## src/rtl/csp_pkg.sv

```systemverilog
// Shared widths, codes, types and helpers for the color spill suppression pipeline.
package csp_pkg;

   // Field widths
   localparam int DataWidth     = 16;
   localparam int ScaleWidth    = 13;
   localparam int CfgIndexWidth = 3;
   localparam int CfgDataWidth  = 13;
   localparam int ChanWidth     = 2;

   // Internal arithmetic widths
   localparam int Ref2Width  = DataWidth + 1;
   localparam int ScaledWidth = ScaleWidth + 1 + Ref2Width;
   localparam int DiffWidth  = 32;
   localparam int MapWidth   = DataWidth + DiffWidth;
   localparam int MagWidth   = 45;
   localparam int ProdWidth  = ScaleWidth + MagWidth;
   localparam int RoundShift = 37;
   localparam int CorrWidth  = ProdWidth - RoundShift;
   localparam int SumWidth   = CorrWidth + 2;

   // Unit value in Q4.12
   localparam logic [ScaleWidth-1:0]       QOne      = ScaleWidth'(4096);
   localparam logic signed [DataWidth-1:0] FactorCap = DataWidth'(4096);
   localparam logic [ScaleWidth-1:0]       LimitScaleReset = ScaleWidth'(4096);

   // Channel codes
   localparam logic [ChanWidth-1:0] ChanRed   = 2'd0;
   localparam logic [ChanWidth-1:0] ChanGreen = 2'd1;
   localparam logic [ChanWidth-1:0] ChanBlue  = 2'd2;

   // Reference methods
   localparam logic MethodSimple  = 1'b0;
   localparam logic MethodAverage = 1'b1;

   // Register indexes
   typedef enum logic [CfgIndexWidth-1:0] {
      CfgSpillChannel,
      CfgSpillMethod,
      CfgLimitChannel,
      CfgLimitScale,
      CfgUnspillEnable,
      CfgGainRed,
      CfgGainGreen,
      CfgGainBlue
   } cfg_index_type;

   typedef struct packed {
      logic [ChanWidth-1:0]  spill_channel;
      logic                  spill_method;
      logic [ChanWidth-1:0]  limit_channel;
      logic [ScaleWidth-1:0] limit_scale;
      logic                  unspill_enable;
      logic [ScaleWidth-1:0] gain_red;
      logic [ScaleWidth-1:0] gain_green;
      logic [ScaleWidth-1:0] gain_blue;
   } cfg_type;

   typedef struct packed {
      logic signed [DataWidth-1:0] red;
      logic signed [DataWidth-1:0] green;
      logic signed [DataWidth-1:0] blue;
      logic signed [DataWidth-1:0] alpha;
   } pixel_type;

   // Word leaving the difference stage
   typedef struct packed {
      pixel_type                   pix;
      logic [ChanWidth-1:0]        spill;
      logic signed [DataWidth-1:0] factor;
      logic signed [DiffWidth-1:0] diff;
   } diff_stage_type;

   // Word leaving the correction stage
   typedef struct packed {
      pixel_type            pix;
      logic [ChanWidth-1:0] spill;
      logic [CorrWidth-1:0] corr_red;
      logic [CorrWidth-1:0] corr_green;
      logic [CorrWidth-1:0] corr_blue;
   } corr_stage_type;

   // Code three selects blue
   function automatic logic [ChanWidth-1:0] chan_clamp(input logic [ChanWidth-1:0] code);
      chan_clamp = (code > ChanBlue) ? ChanBlue : code;
   endfunction

endpackage

```

## src/rtl/csp_diff.sv

```systemverilog
// First stage: reference selection, scaled difference and strength cap.
module csp_diff import csp_pkg::*; (
   input  logic                        clock,
   input  logic                        reset,
   input  cfg_type                     cfg,
   input  logic                        in_valid,
   output logic                        in_ready,
   input  pixel_type                   in_pix,
   input  logic signed [DataWidth-1:0] in_strength,
   output logic                        out_valid,
   input  logic                        out_ready,
   output diff_stage_type              out_stage
);

   logic [ChanWidth-1:0]          sc;
   logic [ChanWidth-1:0]          lc;
   logic signed [DataWidth-1:0]   c_sc;
   logic signed [DataWidth-1:0]   c_lc;
   logic signed [Ref2Width-1:0]   other_sum;
   logic signed [Ref2Width-1:0]   ref2;
   logic signed [ScaledWidth-1:0] scaled;
   logic signed [DiffWidth-1:0]   diff;
   logic signed [DataWidth-1:0]   factor;
   logic                          valid_ff;
   logic                          valid_in;
   diff_stage_type                stage_ff;
   diff_stage_type                stage_in;

   // Pick spill value and the sum of the other two channels
   always_comb begin
      sc = chan_clamp(cfg.spill_channel);
      unique case (sc)
         ChanRed: begin
            c_sc      = in_pix.red;
            other_sum = Ref2Width'(in_pix.green) + Ref2Width'(in_pix.blue);
         end
         ChanGreen: begin
            c_sc      = in_pix.green;
            other_sum = Ref2Width'(in_pix.red) + Ref2Width'(in_pix.blue);
         end
         default: begin
            c_sc      = in_pix.blue;
            other_sum = Ref2Width'(in_pix.red) + Ref2Width'(in_pix.green);
         end
      endcase
   end

   // Pick the limit channel for the simple method
   always_comb begin
      lc = chan_clamp(cfg.limit_channel);
      unique case (lc)
         ChanRed:   c_lc = in_pix.red;
         ChanGreen: c_lc = in_pix.green;
         default:   c_lc = in_pix.blue;
      endcase
   end

   // Doubled reference, scaled difference and capped strength
   always_comb begin
      ref2   = (cfg.spill_method == MethodAverage) ? other_sum : {c_lc, 1'b0};
      scaled = $signed({1'b0, cfg.limit_scale}) * ref2;
      diff   = {{(DiffWidth-DataWidth-ScaleWidth){c_sc[DataWidth-1]}}, c_sc,
                {ScaleWidth{1'b0}}} - DiffWidth'(scaled);
      factor = (in_strength > FactorCap) ? FactorCap : in_strength;
   end

   assign in_ready = !valid_ff || out_ready;

   always_comb begin
      valid_in = in_ready ? in_valid : valid_ff;
      stage_in = stage_ff;
      if (in_ready && in_valid) begin
         stage_in.pix    = in_pix;
         stage_in.spill  = sc;
         stage_in.factor = factor;
         stage_in.diff   = diff;
      end
   end

   // Hold the word until the next stage takes it
   always_ff @(posedge clock) begin
      if (reset) begin
         valid_ff <= 1'b0;
      end else begin
         valid_ff <= valid_in;
      end
      stage_ff <= stage_in;
   end

   assign out_valid = valid_ff;
   assign out_stage = stage_ff;

endmodule

```

## config.mk

```make
export PLATFORM = sky130hd
export DESIGN_NAME = csp_diff
export DESIGN_NICKNAME = d
export VERILOG_FILES = /design/src/rtl/csp_pkg.sv /design/src/rtl/csp_diff.sv
export SDC_FILE = /design/constraint.sdc
export NUM_CORES = 1
export LEC_CHECK = 0
export ABC_CLOCK_PERIOD_IN_PS = 13100
export BUFFER_PORTS_ARGS = -buffer_cell sky130_fd_sc_hd__buf_4
export CORE_MARGIN = 1.5
export CORE_UTILIZATION = 40
export DETAILED_ROUTE_END_ITERATION = 6
export PLACE_DENSITY_LB_ADDON = 0.08
export SLEW_MARGIN = 40
export SYNTH_ARGS = -nofsm -noshare
export SYNTH_HDL_FRONTEND = slang
export SYNTH_SLANG_ARGS = --single-unit
```

## constraint.sdc

```tcl
create_clock -name clock -period 13.1 [get_ports clock]
set_input_delay 1.965 -clock clock [delete_from_list [all_inputs] [get_ports clock]]
set_output_delay 1.965 -clock clock [all_outputs]
set_load 0.1 [all_outputs]
```

==> results of run 1 <==
critical path, delay by kind of cell:
kind                     cells  cell delay [ps]
XOR/XNOR                     2              290
multiplexers                 1              300
adder cells (fa/ha/maj)      9             4040
AND/OR/NAND/NOR              6             1310
buffers and inverters        6              820
AO/OA/AOI/OAI                7             2350
layer usage:
| metal | track usage [%] | vias up | wire length, microns |
|---|---|---|---|
| met1 | 27.2 | 6112 | 17900 |
| met2 | 39.4 | 299 | 22000 |
| met4 | 8.18 | 0 | 1340 |
| met5 | 0 | - | 0 |
| li1 | - | 5659 | - |
| met3 | 2.68 | 61 | 1670 |
path summary, 6_finish.rpt:
path	endpoint	slack [ps]
worst max register to register	out_stage[23]	11020
worst min register to register	out_valid	540
worst min-delay path	out_valid	540
worst max-delay path	out_stage[25]	2180
cell usage after synthesis (all sizes together), types with 3 or more instances:
library cell,instances
o22ai,3
o31ai,6
nand3,25
nand4,6
inv,305
buf,13
fa,230
a211oi,16
mux2i,36
or3,8
a21oi,63
nor3,9
nor2b,63
and2,88
a21o,27
clkbuf,46
or2,4
ha,117
xnor2,38
o21a,12
o21ai,52
a22oi,3
o211ai,13
a31oi,8
o21bai,6
nand2b,17
nor4,5
and3,28
xor2,12
a311oi,3
mux2,20
or3b,6
nor2,60
nor3b,9
edfxtp,114
nand2,106
per-stage QoR:
step           std cells  cell area [sq um]  util [%]
2_1_floorplan       1612              15800         -
3_3_place_gp        2311              18100      46.5
3_5_place_dp        2311              18100      46.5
4_1_cts             2343              18600      48.0
5_1_grt             2343              18600      48.0
6_report            2343              18600      48.0
layout by cell type, fill, tap and decap left out, types with 3 or more instances in the layout:
| master | n |
|---|---|
| nor3b_1 | 9 |
| ha_1 | 117 |
| xor2_1 | 12 |
| clkinv_4 | 4 |
| o22ai_1 | 3 |
| mux2_2 | 19 |
| nor2_1 | 59 |
| nand2b_1 | 17 |
| nand2_1 | 106 |
| a21o_1 | 27 |
| nor4_1 | 5 |
| o31ai_1 | 4 |
| or3b_2 | 4 |
| a211oi_1 | 15 |
| o21ai_0 | 47 |
| clkbuf_16 | 17 |
| a31oi_1 | 6 |
| o21a_1 | 12 |
| o21ai_1 | 5 |
| clkbuf_1 | 4 |
| and3_1 | 28 |
| fa_1 | 230 |
| buf_4 | 239 |
| and2_1 | 87 |
| o21bai_1 | 6 |
| a21oi_1 | 62 |
| nor3_1 | 9 |
| inv_1 | 305 |
| o211ai_1 | 13 |
| edfxtp_1 | 114 |
| nand4_1 | 6 |
| nor2b_1 | 63 |
| or2_2 | 4 |
| or3_1 | 8 |
| xnor2_1 | 38 |
| nand3_1 | 25 |
| a22oi_1 | 3 |
| mux2i_1 | 36 |
sequential cells by signal, summed over array words and instances, names as in the netlist:
register,cells
out_valid,1
out_stage,114
cells by family after synthesis:
kind of cell             share of synthesized area (%)
multiplexers                                      3.72
flip-flops                                        21.7
AND/OR/NAND/NOR                                   14.9
XOR/XNOR                                          2.76
buffers and inverters                             8.80
AO/OA/AOI/OAI                                     9.80
adder cells (fa/ha/maj)                           38.3
cell type report:
cell class / instances / share of cell area, %
multi-input cells: 1132 / 59.1
flip-flops and latches: 115 / 18.5
repair buffers: 240 / 9.69
inverters: 306 / 6.16
well taps: 518 / 3.48
clock buffers: 21 / 2.36
clock inverters: 11 / 0.698
==> out/qor.csv, run 1 <==
stage;metric;value;unit
worst_setup_path;R2R Path Start;out_valid;
die;core area;38800;sq um
finish;antenna diode count;0;
yosys;Primary FF master, synth;edfxtp_1;
timing;skew final;9.90;ps
clock_network;clock sink count;115;
yosys;synthesized netlist cell count;1612;
finish;Filler cells;3750;
worst_setup_path;CP dominant cell by count;fa_1;
timing;Tmin final;10920;ps
finish;area of the multi-input gates;11000;sq um
yosys;#FFs+latches synth;115;
clock_network;H-tree levels;4;
worst_setup_path;critical path startpoint;cfg[56];
worst_setup_path;crit-path max cell delay;540;ps
worst_setup_path;Worst setup EP type;flop;
worst_setup_path;Reg2Reg Depth;3;
worst_setup_path;Setup CP Type;in -> reg;
die;io pins;258;
route;Via density;5.18;
worst_setup_path;startpoint types;input port;
yosys;Synth area leaders;fa_1 (29%), edfxtp_1 (22%), ha_1 (9.2%);
finish;Area Overhead vs Synth;17.6;%
timing;RSZ-0062 raised after global routing;false;
yosys;mapped cell area;15800;sq um
placed_design;# port buffers;217;
finish;nets@finish;2301;
global_route;first-pass GRT wire length;69.3;mm
yosys;Synth top area share;29.1;%
clock_network;worst-skew pair later-pin latency;450;ps
die;Cell Rows;72;
worst_setup_path;WP data required;13290;ps
timing;fin. max-slew vios;0;
worst_hold_path;Hold Crit Class;reg -> reg;
worst_setup_path;critical path arrival;11100;ps
timing;Final Setup Violations;0;
finish;share of layout cells above drive strength 1;16.9;%
route;drt first-iter violations;556;
clock_network;Root Driver;clkbuf_16;
yosys;Synth Warn #;0;
clock_network;TritonCTS clock tree;done;
route;drt pass-1 iters;5;
die;die width;202;microns
worst_setup_path;worst-path maximum fanout;17;
global_route;GRT overflow;0;
global_route;initial antenna violation count;0;
yosys;Synth area leader;fa_1;
worst_hold_path;min-delay src;out_valid;
worst_setup_path;slowest CP cell;fa_1;
yosys;Netlist cell types;73;
placed_design;post-placement setup slack;1800;ps
route;post-route ant nets;0;
global_route;largest net degree at the start of global routing;71;
timing;headroom to the max-slew limit;45.4;%
yosys;sequential area share after synthesis;21.7;%
yosys;Syn Nets;2101;
route;routed vias;12100;
yosys;Mapped Avg Cell Area;9.83;sq um
timing;WHS;543;ps
route;drc violations;0;
placed_design;GPL Wtd Cong;0.863;
placed_design;post-DP HPWL;33.5;mm
yosys;ys async rst share;0;%
route;final wirelength;42.9;mm
clock_network;# resized after CTS;0;
worst_hold_path;WHS Path Cells;2;
timing;FMAX;91.6;MHz
timing;Worst Setup Slack, final;2180;ps
die;initial core utilization;40.8;%
global_route;vias in the first global route;12900;
clock_network;number of buffers created by CTS;17;
yosys;Post-synth EDFFs;114;
timing;Worst Tran Pin Value;810;ps
route;drt wl/cell;18.3;microns
timing;Hold Violations, Final;0;
timing;period utilization;83.3;%
clock_network;cts-stage hold buffer count;0;
timing;sum of negative setup slack;0;ps
clock_network;clock buffer depth;2;
die;Die Height;202;microns
clock_network;post-CTS setup buffer count;0;
status;status;completed;
global_route;GRT Util Overall;22.1;%
clock_network;CTS clk-pin slew, worst paths;60;ps
finish;area occupied by registers;3440;sq um
die;die area;40800;sq um
run;number of max-cap violations;0;
Power of run 1 is left out: the tool's default activity adds up to more than one toggle a clock period on the data nets, which glitch-free logic cannot reach.
==> inputs of run 2 (changes only) <==
--- a/config.mk
+++ b/config.mk
@@ -5,7 +5,7 @@
 export SDC_FILE = /design/constraint.sdc
 export NUM_CORES = 1
 export LEC_CHECK = 0
-export ABC_CLOCK_PERIOD_IN_PS = 13100
+export ABC_CLOCK_PERIOD_IN_PS = 10500
 export BUFFER_PORTS_ARGS = -buffer_cell sky130_fd_sc_hd__buf_4
 export CORE_MARGIN = 1.5
 export CORE_UTILIZATION = 40
==> constraint.sdc (replaced) <==
create_clock -name clock -period 10.5 [get_ports clock]
set_input_delay 1.575 -clock clock [delete_from_list [all_inputs] [get_ports clock]]
set_output_delay 1.575 -clock clock [all_outputs]
set_load 0.1 [all_outputs]
==> run 2 against run 1 <==
Compared with the run above:
- die area unchanged
- critical path type unchanged
- via count down 0.72%
- utilization up 0.67 points
- global-route usage down 0.48 points
- non-clock buffer count up 34
- final area up 1.4%
- routed wire length down 2.9%
- clock skew up 3.7 ps
- cell count up 1.5%
- critical path depth up 3
==> out/qor.csv, run 2 (synthesis gave the netlist of run 1 again) <==
stage;metric;value;unit;change
status;status;completed;;
worst_setup_path;slowest CP cell;fa_1;;
clock_network;CTS clk-pin slew, worst paths;60;ps;about the same
worst_setup_path;worst-path maximum fanout;8;;-9
worst_setup_path;Worst setup EP type;flop;;
die;Die Height;202;microns;unchanged
clock_network;TritonCTS clock tree;done;;
worst_setup_path;Top Family by Delay on Critical Path;adder cells;;
worst_setup_path;WP data required;10690;ps;-2600 ps
timing;skew final;13.6;ps;+3.67 ps
run;number of max-cap violations;0;;unchanged
die;Cell Rows;72;;unchanged
global_route;GRT overflow;0;;unchanged
timing;fin. max-slew vios;0;;unchanged
route;drt first-iter violations;588;;+5.8%
finish;most common cell after layout, fill and taps aside;inv_1;;
global_route;initial antenna violation count;0;;unchanged
global_route;first-pass GRT wire length;68.0;mm;-2.0%
finish;nets@finish;2335;;+1.5%
die;initial core utilization;40.8;%;unchanged
worst_setup_path;Setup CP Type;in -> reg;;
route;drt wl/cell;17.5;microns;-4.2%
die;io pins;258;;unchanged
clock_network;worst-skew pair later-pin latency;450;ps;about the same
worst_setup_path;startpoint types;input port;;
placed_design;GPL Wtd Cong;0.878;;+1.7%
worst_setup_path;critical path arrival;10250;ps;-850 ps
placed_design;dpl cells;2345;;+1.5%
route;post-route ant nets;0;;unchanged
placed_design;# port buffers;217;;unchanged
timing;Tmin final;10060;ps;
clock_network;post-CTS setup buffer count;0;;unchanged
clock_network;number of buffers created by CTS;17;;unchanged
die;die area;40800;sq um;unchanged
timing;Worst Tran Pin Value;784;ps;-25.8 ps
timing;headroom to the max-slew limit;47.7;%;+2.3 points
finish;flip-flop count of the largest register after layout;114;;unchanged
route;routed vias;12000;;-0.72%
clock_network;clock buffer depth;2;;unchanged
finish;final non-filler cell total;2377;;+1.5%
route;drt pass-1 iters;5;;unchanged
global_route;vias in the first global route;12700;;-2.1%
worst_setup_path;CP Buf/Inv Count;9;;+3
clock_network;H-tree levels;4;;unchanged
finish;most frequent cells in the layout;inv_1 (305), buf_4 (273), fa_1 (230), ha_1 (117), edfxtp_1 (114);;
global_route;GRT Util Overall;21.6;%;-0.48 points
timing;period utilization;95.9;%;
finish;share of layout cells above drive strength 1;18.7;%;+1.7 points
worst_setup_path;crit-path max cell delay;540;ps;about the same
finish;Area Overhead vs Synth;19.3;%;
global_route;largest net degree at the start of global routing;78;;+9.9%
timing;FMAX;99.4;MHz;
timing;Hold Violations, Final;0;;unchanged
timing;sum of negative setup slack;0;ps;unchanged
die;core area;38800;sq um;unchanged
timing;RSZ-0062 raised after global routing;false;;
route;Via density;5.07;;-2.1%
placed_design;post-DP HPWL;33.6;mm;+0.30%
clock_network;Root Driver;clkbuf_16;;
worst_setup_path;CP dominant cell by count;fa_1;;
clock_network;clock sink count;115;;unchanged
timing;Final Setup Violations;0;;unchanged
route;drc violations;0;;unchanged
finish;antenna diode count;0;;unchanged
die;die width;202;microns;unchanged
worst_hold_path;Hold Crit Class;reg -> reg;;
route;final wirelength;41.7;mm;-2.9%
## run 2: metal layers
layer,vias up,share of wire [%],track usage (%)
met5,-,0,0
met2,238,53,39.5
li1,5718,-,-
met4,0,1.7,6.13
met3,42,3.6,3.03
met1,6046,42,26.3
## run 2: timing repair
action                     CTS  global route
setup endpoints to repair    0             3
resized for setup            0             1
hold buffers                 0             0
## run 2: final cells by class
type	count	area [sq um]
Timing Repair Buffer	274	2060
Fill cell	3715	19900
Clock inverter	15	151
Multi-Input combinational cell	1132	11000
Inverter	306	1150
Tap cell	518	648
Clock buffer	17	425
Sequential cell	115	3440
## run 2: worst paths after layout
| check | from | end | slack (ps) | cells past startpoint |
|---|---|---|---|---|
| worst max-delay path | cfg[57] | out_stage[30] | 440 | 34 |
| worst min-delay path | out_valid | out_valid | 540 | 2 |
| worst max register to register | out_valid | out_stage[25] | 8460 | 3 |
| worst min register to register | out_valid | out_valid | 540 | 2 |
## run 2: stage by stage
stage	utilization [%]	cell area (sq um)	worst slack (ps)	hold WS [ps]
after floorplan	-	15800	217	1640
after global placement	47.1	18300	-16.9	509
after detailed placement	47.2	18300	-33.4	536
after CTS	48.6	18900	398	544
after global routing	48.7	18900	16.5	589
final	48.7	18900	435	544
## run 2: tightest hold or removal path, delay by kind of cell (launching register included)
family	cells	cell delay [ps]
AO/OA/AOI/OAI	1	80
flip-flops	1	310
AND/OR/NAND/NOR	1	120
Power of run 2 is left out for the same reason.
