==> config.mk <==
export PLATFORM = sky130hd
export DESIGN_NAME = csp_apply
export DESIGN_NICKNAME = d
export VERILOG_FILES = /design/src/rtl/csp_pkg.sv /design/src/rtl/csp_apply.sv
export SDC_FILE = /design/constraint.sdc
export NUM_CORES = 1
export LEC_CHECK = 0
export BUFFER_PORTS_ARGS = -buffer_cell sky130_fd_sc_hd__buf_2
export CORE_AREA = 2 2 98 147
export DETAILED_ROUTE_END_ITERATION = 10
export DIE_AREA = 0 0 100 149
export GPL_ROUTABILITY_DRIVEN = 0
export PLACE_DENSITY = 0.77
export SETUP_SLACK_MARGIN = 0.1
export SLEW_MARGIN = 10
export SYNTH_ARGS = -nofsm -noshare
export SYNTH_HDL_FRONTEND = slang
export SYNTH_SLANG_ARGS = --single-unit
==> constraint.sdc <==
create_clock -name clock -period 6.2 [get_ports clock]
set_clock_uncertainty 0.2 [all_clocks]
set_input_delay 1.24 -clock clock [delete_from_list [all_inputs] [get_ports clock]]
set_output_delay 1.24 -clock clock [all_outputs]
set_load 0.005 [all_outputs]
==> src/rtl/csp_pkg.sv <==
// Shared widths, codes, types and helpers for the color spill suppression pipeline.
package csp_pkg;

   // Field widths
   localparam int DataWidth     = 16;
   localparam int ScaleWidth    = 13;
   localparam int CfgIndexWidth = 3;
   localparam int CfgDataWidth  = 13;
   localparam int ChanWidth     = 2;

   // Internal arithmetic widths
   localparam int Ref2Width  = DataWidth + 1;
   localparam int ScaledWidth = ScaleWidth + 1 + Ref2Width;
   localparam int DiffWidth  = 32;
   localparam int MapWidth   = DataWidth + DiffWidth;
   localparam int MagWidth   = 45;
   localparam int ProdWidth  = ScaleWidth + MagWidth;
   localparam int RoundShift = 37;
   localparam int CorrWidth  = ProdWidth - RoundShift;
   localparam int SumWidth   = CorrWidth + 2;

   // Unit value in Q4.12
   localparam logic [ScaleWidth-1:0]       QOne      = ScaleWidth'(4096);
   localparam logic signed [DataWidth-1:0] FactorCap = DataWidth'(4096);
   localparam logic [ScaleWidth-1:0]       LimitScaleReset = ScaleWidth'(4096);

   // Channel codes
   localparam logic [ChanWidth-1:0] ChanRed   = 2'd0;
   localparam logic [ChanWidth-1:0] ChanGreen = 2'd1;
   localparam logic [ChanWidth-1:0] ChanBlue  = 2'd2;

   // Reference methods
   localparam logic MethodSimple  = 1'b0;
   localparam logic MethodAverage = 1'b1;

   // Register indexes
   typedef enum logic [CfgIndexWidth-1:0] {
      CfgSpillChannel,
      CfgSpillMethod,
      CfgLimitChannel,
      CfgLimitScale,
      CfgUnspillEnable,
      CfgGainRed,
      CfgGainGreen,
      CfgGainBlue
   } cfg_index_type;

   typedef struct packed {
      logic [ChanWidth-1:0]  spill_channel;
      logic                  spill_method;
      logic [ChanWidth-1:0]  limit_channel;
      logic [ScaleWidth-1:0] limit_scale;
      logic                  unspill_enable;
      logic [ScaleWidth-1:0] gain_red;
      logic [ScaleWidth-1:0] gain_green;
      logic [ScaleWidth-1:0] gain_blue;
   } cfg_type;

   typedef struct packed {
      logic signed [DataWidth-1:0] red;
      logic signed [DataWidth-1:0] green;
      logic signed [DataWidth-1:0] blue;
      logic signed [DataWidth-1:0] alpha;
   } pixel_type;

   // Word leaving the difference stage
   typedef struct packed {
      pixel_type                   pix;
      logic [ChanWidth-1:0]        spill;
      logic signed [DataWidth-1:0] factor;
      logic signed [DiffWidth-1:0] diff;
   } diff_stage_type;

   // Word leaving the correction stage
   typedef struct packed {
      pixel_type            pix;
      logic [ChanWidth-1:0] spill;
      logic [CorrWidth-1:0] corr_red;
      logic [CorrWidth-1:0] corr_green;
      logic [CorrWidth-1:0] corr_blue;
   } corr_stage_type;

   // Code three selects blue
   function automatic logic [ChanWidth-1:0] chan_clamp(input logic [ChanWidth-1:0] code);
      chan_clamp = (code > ChanBlue) ? ChanBlue : code;
   endfunction

endpackage

==> src/rtl/csp_apply.sv <==
// Last stage: apply corrections, saturate to Q4.12 and hold the output word.
module csp_apply import csp_pkg::*; (
   input  logic           clock,
   input  logic           reset,
   input  logic           in_valid,
   output logic           in_ready,
   input  corr_stage_type in_stage,
   output logic           out_valid,
   input  logic           out_ready,
   output pixel_type      out_pix
);

   logic      valid_ff;
   logic      valid_in;
   pixel_type pix_ff;
   pixel_type pix_in;

   // Subtract on the spill channel, add on the others, then clamp
   function automatic logic signed [DataWidth-1:0] apply_sat(
      input logic signed [DataWidth-1:0] c,
      input logic [CorrWidth-1:0]        corr,
      input logic                        is_spill);
      logic signed [SumWidth-1:0] v;
      logic signed [SumWidth-1:0] c_ext;
      logic signed [SumWidth-1:0] corr_ext;
      c_ext    = SumWidth'(c);
      corr_ext = $signed({2'b00, corr});
      v        = is_spill ? (c_ext - corr_ext) : (c_ext + corr_ext);
      if (v > SumWidth'(32767)) begin
         apply_sat = DataWidth'(32767);
      end else if (v < -SumWidth'(32768)) begin
         apply_sat = DataWidth'(-32768);
      end else begin
         apply_sat = v[DataWidth-1:0];
      end
   endfunction

   assign in_ready = !valid_ff || out_ready;

   always_comb begin
      valid_in = in_ready ? in_valid : valid_ff;
      pix_in   = pix_ff;
      if (in_ready && in_valid) begin
         pix_in.red   = apply_sat(in_stage.pix.red, in_stage.corr_red,
                                  in_stage.spill == ChanRed);
         pix_in.green = apply_sat(in_stage.pix.green, in_stage.corr_green,
                                  in_stage.spill == ChanGreen);
         pix_in.blue  = apply_sat(in_stage.pix.blue, in_stage.corr_blue,
                                  in_stage.spill == ChanBlue);
         pix_in.alpha = in_stage.pix.alpha;
      end
   end

   // Hold the result word until the sink takes it
   always_ff @(posedge clock) begin
      if (reset) begin
         valid_ff <= 1'b0;
      end else begin
         valid_ff <= valid_in;
      end
      pix_ff <= pix_in;
   end

   assign out_valid = valid_ff;
   assign out_pix   = pix_ff;

endmodule

==> metrics.cfg, run 1 <==
[clocking]
numCtsBuffers=9
cts_buffer_depth=2
path_clk_slew_ps=60
ctsResizeCount=0
cts_tree=built
cts_root_buffer=clkbuf_16
insertion_delay_ps=330
cts_hold_buf=0
h-tree-depth=3
post-cts-setup-buffers=0
clkSinkCount=65

[cells_and_area]
nFillCells=1232
finalNetCount=1242
areaGrowthSynthToFinish_pct=20.58
antenna_cells=0
drive_above_1_share_pct=25.24
multi_input_area_um2=5102
fin_cells=1207
ff_latch_area_um2=1942
post-route-cell-area_um2=8813

[routing]
drtAntennaViolNets=0
drt_iter0_markers=260
drc_errors=0
routed_wl_um=18840
detailroute.via_count=6994
first_pass_iters=5
wl_per_cell_um=15.61
vias_per_cell=5.795

[power]
cellLeakagePower_nw=3.921
vdd_ir_drop_max_mv=0.1254
pwr_density_cell_nw_per_um2=246.2

[worst_setup_path]
setup.worst_path.class=in2reg
slowest_stage=or4_1
end_kind=register
critPathLaunchType=input pin
path_common_cell=o21ai_0
cp_max_fo=15
slowest_delay_ps=470
critPathRequiredTime_ps=6060
crit_chain=buf_2, or3_1, or3_4, or4_1, o21ai_0, xor2_1, ha_1, a21oi_1, o21ai_0, a32oi_1, o211ai_1, a41oi_1, xor2_1, nand3_1, o41ai_4, buf_4, o21ai_0
crit_arrival_ps=5460

[synth]
synth_common_cells=a21oi_1, ha_1, edfxtp_1
seq_area_frac_synth_pct=26.57
yosysMostFrequentCell=a21oi_1
synth_area_leaders=edfxtp_1, ha_1, xnor2_1
synth-compound-area-share_pct=26.29
synth_fa_ha_area_share_pct=12.63
netlist_instances=844
synth_seq_cells=65
synth.distinct_cells=74
ys_async_sr_fraction_pct=0
synth_top_cell_by_area=edfxtp_1
synth_top_family_by_area=compound AO/OA/AOI/OAI gates
synthXorXnorAreaFrac_pct=13.93
synth_ff_type=edfxtp_1
synth_mux_area_share_pct=0.2910
syn-cell-area_um2=7310
synth_edf_count=64
synth.avg_cell_area_um2=8.661
synth_nets=1049
netlist.area_leader.share_pct=26.29
synth_warnings=0
yosys.area_share.simple_pct=16.64

[floorplan]
io_pins=199
core.rowCount=53
die_h_um=149
coreArea_um2=13790
dieWidth_um=100
start_util_pct=52.99
dieArea_um2=14900

[placed_design]
placedCellCount=1191
dpl.hpwl_um=15600
io_buffer_count=198
dpl_cell_area_um2=8463

[timing]
finalMaxSlewViolations=0
tightest_slew_ps=738.5
fin_crit_sh_pct=90.19
tns_ps=0
finalHoldViolCount=0
setup_viol_count_final=0
rsz0062_at_grt=false
slew_headroom_pct=50.66
post-route-min-period_ps=5591
fmax_mhz=178.8

[global_routing]
globalRouteOverflowTotal=0
grt_use_total_pct=24.90
antenna_found_initial=0
grt_max_degree=44
grt_pass1_vias=6543
grt_pass1_wl_um=30060

[status]
status=finished clean

[run]
max_cap_violations=0

[hold_path]
hp-class=reg2reg

cell type report:
class                      count  share of cell area, %
inverter                      39                  1.661
clock buffer                   9                  2.555
multi-input combinational    714                  57.89
timing repair buffer         208                  12.10
clock inverter                 7                  1.420
sequential                    65                  22.03
tap                          165                  2.342
power breakdown:
group,switching [mW],leakage (nW),internal [mW]
clock network,0.195,0.171,0.397
registers,0.0157,0.616,0.584
logic,0.558,3.13,0.420
final timing paths:
check | start | slack, ps | depth (start not counted) | end
worst max-delay path | in_stage[4] | 610 | 17 | out_pix[21]$_SDFFCE_PN1P_
worst min-delay path | out_valid$_SDFFE_PP0N_ | 310 | 2 | out_valid$_SDFFE_PP0N_
worst max register to register | out_valid$_SDFFE_PP0N_ | 4170 | 3 | out_pix[57]$_SDFFCE_PN1P_
worst min register to register | out_valid$_SDFFE_PP0N_ | 310 | 2 | out_valid$_SDFFE_PP0N_
logic make-up after synthesis:
family,after synthesis
fa+ha+maj,72
mux,2
xor+xnor,113
buf+inv,65
simple gates,236
flops,65
compound gates,291
critical path: cells and delay by family:
family | cells | cell delay, ps
AO/OA/AOI/OAI | 8 | 1740
XOR/XNOR | 2 | 370
adder cells (fa/ha/maj) | 1 | 320
buffers and inverters | 2 | 390
AND/OR/NAND/NOR | 4 | 1390
cells in the final DEF (no fill, tap or decap), types with 8 or more instances in the layout:
master and count:
nand2_1 56, xor2_1 49, nor4_1 10, clkbuf_16 9, edfxtp_1 64, buf_2 198
o21ai_0 58, ha_1 69, buf_4 10, nor2_1 50, a211oi_1 9, inv_1 39
a21o_1 39, o211ai_1 10, xnor2_1 61, nand2b_1 24, a21oi_1 89, nor2b_1 9
o21ai_2 8, o31ai_1 13, or3_1 9, o21bai_1 11, nand3_1 24, nor3_1 20
per-layer routing:
layer	vias to the layer above	global-route usage [%]	routed length, um	share of wire (%)
li1	3517	-	-	-
met4	0	7.123	382	2.0
met2	226	47.77	9960	53
met1	3212	28.99	7618	40
met3	39	2.202	875	4.6
met5	-	0	0	0
sequential cells by signal, summed over array words and instances (netlist names):
register	count
out_pix	64
out_valid	1
metrics by stage:
stage	utilization, %	hold slack [ps]	setup slack [ps]	power, mW
final	63.90	308.7	608.5	2.170
after global routing	63.90	342.1	144.8	2.315
after CTS	63.90	310.5	603.8	2.177
after detailed placement	61.36	301.9	280.2	1.577
after global placement	61.36	293.9	387.5	1.558
after floorplan	-	322.5	687.3	1.300
Power figures use the tool's default switching activity.
==> run 2: changes to the inputs <==
--- a/config.mk
+++ b/config.mk
@@ -5,12 +5,13 @@
 export SDC_FILE = /design/constraint.sdc
 export NUM_CORES = 1
 export LEC_CHECK = 0
+export ABC_AREA = 1
 export BUFFER_PORTS_ARGS = -buffer_cell sky130_fd_sc_hd__buf_2
-export CORE_AREA = 2 2 98 147
+export CORE_AREA = 3 3 106 159
 export DETAILED_ROUTE_END_ITERATION = 10
-export DIE_AREA = 0 0 100 149
+export DIE_AREA = 0 0 109 162
 export GPL_ROUTABILITY_DRIVEN = 0
-export PLACE_DENSITY = 0.77
+export PLACE_DENSITY = 0.78
 export SETUP_SLACK_MARGIN = 0.1
 export SLEW_MARGIN = 10
 export SYNTH_ARGS = -nofsm -noshare
==> run 2 against run 1 <==
Against the previous run: sequential power fell by 2%; routed wire length rose by 30%; setup slack improved by 560 ps; final cell count rose by 53%; utilization rose by 2.1 points; cell area rose by 17%; clock power fell by 7.8%.
==> metrics.cfg, run 2 <==
[status]
status=finished clean

[timing]
setup_viol_count_final=0  ; unchanged
setup_slack_ps=1169  ; +560.5 ps
tightest_slew_ps=745.6  ; +7.085 ps
tns_ps=0  ; unchanged
slew_headroom_pct=50.18  ; -0.48 points
post-route-min-period_ps=5031  ; -560.5 ps
rsz0062_at_grt=false
finalHoldViolCount=0  ; unchanged
finalMaxSlewViolations=0  ; unchanged
fmax_mhz=198.8  ; +11%
fin_crit_sh_pct=81.15  ; -9.0 points

[synth]
synth_nets=1642  ; +57%
synth_seq_cells=65  ; unchanged
seq_area_frac_synth_pct=22.09  ; -4.5 points
netlist_instances=1437  ; +70%
synth_common_cells=nand2_1, inv_1, nor2_1
ys_async_sr_fraction_pct=0  ; unchanged
yosysMostFrequentCell=nand2_1
synth_edf_count=64  ; unchanged
synth_top_cell_by_area=nand2_1
synth_ff_type=edfxtp_1
synth_area_leaders=nand2_1, edfxtp_1, inv_1
netlist.area_leader.share_pct=22.33  ; -4.0 points
syn-cell-area_um2=8790  ; +20%
synth.distinct_cells=37  ; -50%
synth.avg_cell_area_um2=6.117  ; -29%
synth_warnings=0  ; unchanged

[clocking]
post-cts-setup-buffers=0  ; unchanged
cts_root_buffer=clkbuf_16
cts_buffer_depth=2  ; unchanged
h-tree-depth=3  ; unchanged
cts_tree=built
ctsResizeCount=0  ; unchanged
clkSinkCount=65  ; unchanged
cts_hold_buf=0  ; unchanged
insertion_delay_ps=330  ; about the same
numCtsBuffers=9  ; unchanged
path_clk_slew_ps=60  ; about the same

[power]
clockPowerShare_pct=24.9  ; -2.4 points
pwr_density_cell_nw_per_um2=212.2  ; -14%
pwr-share-seq_pct=26.8  ; -0.9 points
comb_power_share_pct=48.3  ; +3.2 points
vdd_ir_drop_max_mv=0.1482  ; +18%
power_switching_mw=0.8752  ; +14%
cell_internal_pwr_mw=1.314  ; -6.2%
cellLeakagePower_nw=5.889  ; +50%
switching_share_pct=39.98  ; +4.5 points

[routing]
detailroute.via_count=9451  ; +35%
drtAntennaViolNets=0  ; unchanged
first_pass_iters=5  ; unchanged
drt_iter0_markers=455  ; +75%
drc_errors=0  ; unchanged
vias_per_cell=5.111  ; -12%
wl_per_cell_um=13.22  ; -15%
routed_wl_um=24450  ; +30%

[run]
max_cap_violations=0  ; unchanged

[floorplan]
dieWidth_um=109  ; +9.0%
start_util_pct=56.25  ; +3.3 points
io_pins=199  ; unchanged
die_h_um=162  ; +8.7%
dieArea_um2=17660  ; +19%
core.rowCount=56  ; +5.7%
coreArea_um2=15630  ; +13%

[cells_and_area]
areaGrowthSynthToFinish_pct=17.38
largest_reg_flops=64  ; unchanged
final_common_cell=nand2_1
nFillCells=1469  ; +19%
final_cell_mix=nand2_1, inv_1, buf_2, nor2_1
fin_cells=1849  ; +53%
drive_above_1_share_pct=15.07  ; -10 points
antenna_cells=0  ; unchanged
finalNetCount=1846  ; +49%

[global_routing]
grt_max_degree=42  ; -4.5%
globalRouteOverflowTotal=0  ; unchanged
antenna_found_initial=0  ; unchanged
grt_use_total_pct=27.72  ; +2.8 points
grt_pass1_vias=9178  ; +40%
grt_pass1_wl_um=39680  ; +32%

[hold_path]
holdCritStartpoint=out_valid$_SDFFE_PP0N_
min_to=out_valid$_SDFFE_PP0N_
hp-class=reg2reg
hold_depth=2  ; unchanged

[worst_setup_path]
end_kind=register
r2r_start=out_valid$_SDFFE_PP0N_
slowest_delay_ps=540  ; +70 ps
slowest_stage=nor3_1
path_buf_inv=3  ; +1
crit_arrival_ps=4900  ; -560 ps
cp_top_family=simple AND/OR/NAND/NOR gates
crit_chain=buf_2, inv_1, ha_1, nand3_1, nor3_1, nand3_1, o21ai_0, o21ai_0, xor2_1, ha_1, nand2_1, inv_1, nand2_1, nor2_1, nand3b_1, nand4_1, nand2_1, nand2_1, nor2_1, nand2_1, nand2_2, nand2_1, nand2_1
path_common_cell=nand2_1
setup.worst_path.class=in2reg
r2r-end=out_pix[42]$_SDFFCE_PN1P_
critPathLaunchType=input pin
rrSetupSlack_ps=4070  ; -100 ps
rr_worst_depth=2  ; -1
critPathRequiredTime_ps=6070  ; about the same
cp_max_fo=15  ; unchanged
crit_start=in_stage[42]

[placed_design]
io_buffer_count=198  ; unchanged
placedCellCount=1833  ; +54%
place_ws_ps=964.4  ; +684.1 ps
dpl.hpwl_um=21050  ; +35%

run 2: cell types whose count changed after synthesis, moves of 20 or more:
cell,before,now
a21o_1,39,0
a21oi_1,89,52
inv_1,39,290
nand2_1,56,523
nand2b_1,24,0
nand3_1,24,65
nor2_1,50,119
o21ai_0,58,26
xnor2_1,61,29
xor2_1,49,69
run 2: worst max path at each step:
stage | to | slack, ps | cells past startpoint
after floorplan | out_pix[0]$_DFFE_PP_ | 1100 | 2
after global placement | out_pix[40]$_SDFFCE_PN1P_ | 1040 | 23
after detailed placement | out_pix[49]$_SDFFCE_PN1P_ | 960 | 24
after CTS | out_pix[52]$_SDFFCE_PN1P_ | 1270 | 24
after global routing | out_pix[52]$_SDFFCE_PN1P_ | 850 | 24
final | out_pix[52]$_SDFFCE_PN1P_ | 1170 | 23
run 2: cells by family (layout without fill, tap and decap cells):
logic type               count (synthesis)  after routing  share of synthesized area (%)
buffers and inverters                  300            509                          13.32
AND/OR/NAND/NOR                        797            797                          37.61
adder cells (fa/ha/maj)                 72             72                          10.51
flip-flops                              65             65                          22.09
AO/OA/AOI/OAI                          104            104                          6.519
XOR/XNOR                                99             99                          9.950
run 2: cell type report:
type                            count  area, um2  area share, %
Multi-Input combinational cell   1072       5688          55.13
Sequential cell                    65       1942          18.82
Inverter                          291       1092          10.59
Timing Repair Buffer              202       1021          9.896
Tap cell                          203      254.0          2.462
Clock buffer                       10      229.0          2.219
Clock inverter                      6      91.34         0.8853
run 2: power by group through the flow:
stage,clock (mW),combinational [mW],sequential [mW]
3_5_place_dp,0,1.04,0.596
5_1_grt,0.569,1.20,0.591
4_1_cts,0.547,1.05,0.587
6_report,0.546,1.06,0.586
3_3_place_gp,0,1.02,0.594
2_1_floorplan,0,0.749,0.605
run 2: worst min-delay path: cells and delay by family (launching register included):
family / cells / cell delay [ps]
flip-flops: 1 / 340
AND/OR/NAND/NOR: 1 / 90
AO/OA/AOI/OAI: 1 / 60
run 2: routing by layer:
layer / vias up / GRT usage (%) / wire length (um)
met1: 4187 / 28.21 / 8991
met5: - / 0 / 0
met3: 78 / 2.465 / 1146
met2: 321 / 53.66 / 13020
li1: 4865 / - / -
met4: 0 / 15.16 / 1287
run 2: per-stage QoR:
| step | hold slack (ps) | util, % | instance area (um2) | total power, mW |
|---|---|---|---|---|
| global placement | 318.4 | 63.98 | 9997 | 1.619 |
| finish | 333.1 | 66.03 | 10320 | 2.189 |
| floorplan | 306.7 | - | 8790 | 1.354 |
| CTS | 336.5 | 66.03 | 10320 | 2.185 |
| global route | 357.2 | 66.03 | 10320 | 2.360 |
| detailed placement | 330.6 | 63.98 | 9997 | 1.638 |
